===== src/hdl/idq_pkg.sv =====
`default_nettype none
// ----------------------------------------------------------------------------
// idq_pkg
// shared types, widths and helpers for the indexed deque
// ----------------------------------------------------------------------------
package idq_pkg;

  localparam int CAPACITY  = 256;
  localparam int ITEM_BITS = 64;

  // fixed port widths
  localparam int KIND_W    = 2;
  localparam int DATA_W    = 64;
  localparam int POS_W     = 8;
  localparam int OUT_CNT_W = 9;

  // derived storage widths
  localparam int PTR_W = (CAPACITY > 1) ? $clog2(CAPACITY) : 1;
  localparam int CNT_W = $clog2(CAPACITY + 1);
  localparam int CMP_W = (CNT_W > POS_W) ? CNT_W : POS_W;

  typedef enum logic [KIND_W-1:0] {
    KIND_PUSH_BACK  = 2'd0,
    KIND_PUSH_FRONT = 2'd1,
    KIND_POP_BACK   = 2'd2,
    KIND_READ       = 2'd3
  } kind_t;

  // controller to datapath
  typedef struct packed {
    logic load;   // take the input word and run it against the store
  } dp_cmd_t;

  // front pointer plus offset, wrapped into the circular store
  function automatic logic [PTR_W-1:0] slot_of(input logic [PTR_W-1:0] front,
                                               input logic [PTR_W-1:0] offset);
    logic [PTR_W:0] sum;
    sum = {1'b0, front} + {1'b0, offset};
    if (sum >= (PTR_W+1)'(CAPACITY)) begin
      sum = sum - (PTR_W+1)'(CAPACITY);
    end
    return sum[PTR_W-1:0];
  endfunction

endpackage
`default_nettype wire


===== src/hdl/idq_ctrl.sv =====
`default_nettype none
// ----------------------------------------------------------------------------
// idq_ctrl
// handshake controller: loads a request and holds its result until taken
// ----------------------------------------------------------------------------
module idq_ctrl (
  input  wire logic            clk,
  input  wire logic            rst_n,
  input  wire logic            in_valid,
  output logic                 in_ready,
  output logic                 out_valid,
  input  wire logic            out_ready,
  output idq_pkg::dp_cmd_t     cmd
);

  typedef enum logic [1:0] {
    ST_IDLE = 2'b01,
    ST_RESP = 2'b10
  } state_t;

  state_t state_r, state_nxt;

  // a waiting result leaves in the same cycle a new word comes in
  assign in_ready  = (state_r == ST_IDLE) || out_ready;
  assign out_valid = (state_r == ST_RESP);
  assign cmd.load  = in_valid && in_ready;

  always_comb begin
    state_nxt = state_r;
    unique case (state_r)
      ST_IDLE: begin
        if (in_valid) state_nxt = ST_RESP;
      end
      ST_RESP: begin
        if (out_ready && !in_valid) state_nxt = ST_IDLE;
      end
      default: state_nxt = ST_IDLE;
    endcase
  end

  always_ff @(posedge clk) begin
    if (!rst_n) begin
      state_r <= ST_IDLE;
    end else begin
      state_r <= state_nxt;
    end
  end

`ifndef SYNTH
  a_load_gives_result: assert property (@(posedge clk) disable iff (!rst_n)
    cmd.load |=> out_valid)
    else $error("loaded request produced no result");

  a_result_held: assert property (@(posedge clk) disable iff (!rst_n)
    (out_valid && !out_ready) |=> out_valid)
    else $error("result dropped before it was taken");

  a_no_load_while_blocked: assert property (@(posedge clk) disable iff (!rst_n)
    (out_valid && !out_ready) |-> !cmd.load)
    else $error("request loaded over a waiting result");
`endif

endmodule
`default_nettype wire


===== config.mk =====
export PLATFORM = sky130hd
export DESIGN_NAME = idq_ctrl
export DESIGN_NICKNAME = d
export VERILOG_FILES = /design/src/hdl/idq_pkg.sv /design/src/hdl/idq_ctrl.sv
export SDC_FILE = /design/constraint.sdc
export NUM_CORES = 1
export LEC_CHECK = 0
export BUFFER_PORTS_ARGS = -buffer_cell sky130_fd_sc_hd__buf_2
export CAP_MARGIN = 20
export CORE_AREA = 2 2 39 41
export DETAILED_ROUTE_END_ITERATION = 10
export DIE_AREA = 0 0 41 43
export GPL_TIMING_DRIVEN = 0
export PLACE_DENSITY = 0.3
export SLEW_MARGIN = 5
export SYNTH_ARGS = -nofsm -noshare
export SYNTH_HDL_FRONTEND = slang
export SYNTH_SLANG_ARGS = --single-unit

===== constraint.sdc =====
create_clock -name clk -period 1.1 [get_ports clk]
set_input_delay 0.22 -clock clk [delete_from_list [all_inputs] [get_ports clk]]
set_output_delay 0.22 -clock clk [all_outputs]
set_load 0.02 [all_outputs]

=== Word level (Yosys, flattened, before mapping) ===
Cells that the tools add are included.

* Register bits after elaboration: 2
* Input bits: 4
* Output and inout bits: 3
* Logic and storage cells: 13

* Eq/ne operators: 4
* Muxes and demuxes: 3
* Reductions and logical operators: 5

{| class="wikitable"
|+ Operators with widths
! kind !! count
|-
| $mux W2 || 2
|-
| $pmux W2 S2 || 1
|-
| $eq A2 B1 Y1 const B || 1
|-
| $eq A2 B2 Y1 const B || 1
|-
| $logic_and A1 B1 Y1 || 2
|-
| $ne A2 B1 Y1 const B || 1
|-
| $ne A2 B2 Y1 const B || 1
|-
| $reduce_and A2 Y1 || 1
|-
| $logic_not A1 Y1 || 1
|-
| $logic_or A1 B1 Y1 || 1
|}

=== Longest topological paths before layout ===
* Depth after elaboration: 4
* Gate-level depth with buffers: 3
* Gate-level depth less buffers: 3

=== Worst setup path after synthesis ===
No wires, ideal clock.

* Kind: register -> output
* From: reg state_r[0]
* To: out cmd
* Data arrival time: 946 ps
* Required time: 880 ps
* Setup slack: -66 ps
* Cell stages (with the launch flop): 4
* Buffers on the path: 0
* Cells stage by stage: dfxtp_1 nor2b_1 or2_1 and2_1

* Longest elaborated chain between the ends: 3

{| class="wikitable"
|+ Ends and longest elaborated chain
! element !! RTL line !! text
|-
| start, declared || idq_ctrl.sv:21 || <nowiki>state_t state_r, state_nxt;</nowiki>
|-
| start signal, assigned || idq_ctrl.sv:45 || <nowiki>state_r <= state_nxt;</nowiki>
|-
| $eq A2 B1 Y1 || idq_ctrl.sv:24 || <nowiki>assign in_ready = (state_r == ST_IDLE) || out_ready;</nowiki>
|-
| $logic_or A1 B1 Y1 || idq_ctrl.sv:24 ||
|-
| named net in_ready || idq_ctrl.sv:10 || <nowiki>output logic in_ready,</nowiki>
|-
| $logic_and A1 B1 Y1 || idq_ctrl.sv:26 || <nowiki>assign cmd.load = in_valid && in_ready;</nowiki>
|-
| end, declared || idq_ctrl.sv:13 || <nowiki>output idq_pkg::dp_cmd_t cmd</nowiki>
|}

The timed path passes the listed nets, and every way through them passes these cells.

=== Final worst setup path ===
* From: reg state_r[0]
* To: out cmd

* Longest elaborated chain between the ends: 3

{| class="wikitable"
|+ Ends and longest elaborated chain
! element !! RTL line
|-
| $eq A2 B1 Y1 || idq_ctrl.sv:24
|-
| $logic_or A1 B1 Y1 || idq_ctrl.sv:24
|-
| $logic_and A1 B1 Y1 || idq_ctrl.sv:26
|}

Every way passes these cells.

==> impl_metrics.py <==
metrics = {
    "placed_design": {
        "postPlaceCellArea_um2": 146,
        "place_inst": 32,
        "post-place-ws_ps": -58.8,
        "gp_congestion": 0.488,
        "io_buffers": 6,
    },
    "power_and_ir_drop": {
        "power_density_nw_per_um2": 1510,
        "ir_worst_vdd_v": 0.000581,
        "p_leak_nw": 0.0919,
        "finalPower_mw": 0.291,
    },
    "routing": {
        "via_per_inst": 2.97,
        "drt_wl_total_um": 244,
        "post_drt_wl_per_cell_um": 6.97,
        "vias": 104,
        "detail-route-antenna-nets": 0,
        "drtPass1Iterations": 2,
        "drt_iter0_drc": 3,
        "drc_errors": 0,
    },
    "timing": {
        "finalSetupViolations": 3,
        "max-slew-margin-rel_pct": 92.7,
        "setup_ws_ps": -234,
        "timing.hold.ws_ps": 172,
        "setup_tns_ps": -374,
        "slew_viol_final": 0,
        "tightest_slew_ps": 110,
        "fin_crit_sh_pct": 121,
        "hold_viol_final": 0,
        "finalClockSkew_ps": 1.61,
        "fin_crit_ps": 1330,
        "rsz0062_at_grt": "yes",
        "max_freq_ghz": 0.750,
    },
    "logic_synthesis": {
        "syn_nets": 14,
        "syn_inst": 10,
        "synth-seq-cells": 2,
        "yosysWarningCount": 0,
        "ys_seq_area_share_pct": 43.8,
        "synthDistinctLibCells": 8,
        "avgSynthCellArea_um2": 9.13,
        "synth_area_um2": 91.3,
    },
    "critical_path": {
        "endpoint_kind": "output port",
        "worst-setup-path-type": "flop to output port",
        "worstPathRequired_ps": 880,
        "cp_max_fo": 2,
        "r2r_setup_slack_ps": 80,
        "reg2reg_depth": 3,
        "cp-start-kind": "flop",
        "rr_endpoint": "state_r[1]",
        "reg2reg_from": "state_r[0]",
        "critPathArrivalTime_ps": 1110,
    },
    "final_layout": {
        "final_core_util_pct": 13.9,
        "regMostFlops": "state_r",
        "drive_above_1_share_pct": 78.9,
        "multi_input_area_um2": 65.1,
        "nets": 25,
        "antenna_cells": 0,
        "areaGrowthSynthToFinish_pct": 111,
        "top_regs": "state_r x2",
        "largest_register_ff_count": 2,
        "n_fill_cell": 160,
        "regArea_um2": 42.5,
        "final-instance-count-excl-fill": 35,
        "design_area_um2": 193,
    },
    "hold_path": {
        "hold_end": "state_r[0]",
        "min_from": "rst_n",
        "hp-class": "input port to flop",
        "min_delay_path_depth": 2,
    },
    "clocking": {
        "clockBufferDepth": 2,
        "clock-sinks": 2,
        "htreeDepth": 1,
        "hold_buffers": 0,
        "clk_pin_slew_ps": 30,
        "numCtsBuffers": 3,
        "cts_post_setup_buffers_inserted": 0,
        "clkLatencyLatePin_ps": 220,
        "cts_root_buf": "clkbuf_4",
        "tritoncts": "yes",
    },
    "global_route": {
        "grt_start_max_net_pins": 4,
        "first_global_vias": 136,
        "grt-ovfl-total": 0,
        "grt_usage_pct": 4.31,
        "antenna_found_initial": 0,
        "grt_first_pass_wirelength_um": 503,
    },
    "status": {
        "outcome": "finished with violations",
        "violations": "negative setup slack",
    },
    "die": {
        "core_area_um2": 1380,
        "die_y_um": 43,
        "pin_count": 7,
        "rows": 14,
        "die_w_um": 41,
        "die-area_um2": 1760,
        "start_util_pct": 6.60,
    },
    "run": {
        "maxCapViolations": 0,
    },
}
area by class of cell:
type | instances | share of cell area [%]
multi-input combinational | 8 | 33.8
sequential | 2 | 22.1
timing repair buffer | 6 | 22.1
clock buffer | 3 | 11.7
tap | 16 | 10.4
cell usage after synthesis (all sizes together):
master	count	share of area (%)
a22o	1	9.6
and2	2	14
and2b	1	8.2
dfxtp	2	44
nand2	1	4.1
nand2b	1	6.9
nor2b	1	6.9
or2	1	6.9
per-layer routing:
metal	vias to the layer above	wire length (um)	global-route usage [%]
met5	-	0	0
met4	0	0	4.00
met3	0	26	1.57
met2	7	90	5.63
met1	46	126	5.11
li1	51	-	-
power breakdown:
part	leakage (nW)	internal [mW]	switching, mW	total [mW]
Clock	0.0138	0.120	0.0340	0.154
Sequential	0.0166	0.0796	0.00374	0.0833
Combinational	0.0615	0.0317	0.0226	0.0542
Total	0.0919	0.231	0.0603	0.291
cell usage in the layout (no fill, tap or decap):
| cell type | count |
|---|---|
| and2_4 | 1 |
| and2_1 | 1 |
| nor2b_4 | 1 |
| nand2b_1 | 1 |
| clkbuf_4 | 3 |
| a22o_1 | 1 |
| buf_2 | 4 |
| dfxtp_2 | 2 |
| and2b_2 | 1 |
| or2_4 | 1 |
| nand2_1 | 1 |
| buf_6 | 2 |
worst max path at each step:
stage | endpoint | from
CTS | cmd | state_r[0]
finish | cmd | state_r[0]
detailed placement | cmd | state_r[0]
global route | cmd | state_r[0]
floorplan | cmd | state_r[0]
global placement | cmd | state_r[0]
cell families (layout without fill, tap and decap cells):
group                  after synthesis  count (layout)  synth area share [%]
AO/OA/AOI/OAI                        1               1                  9.59
buffers and inverters                0               9                     0
flip-flops                           2               2                  43.8
AND/OR/NAND/NOR                      7               7                  46.6
critical path, stage by stage (launching register included):
cell and delay, ps:
dfxtp_2 310, nor2b_4 120, or2_4 220, and2_4 140, buf_6 120
what timing repair did:
item	in CTS	in global routing
gates resized for setup	7	2
setup endpoints to repair	3	3
pin swaps	1	0
Note: power is estimated with default switching activity, not from simulation.
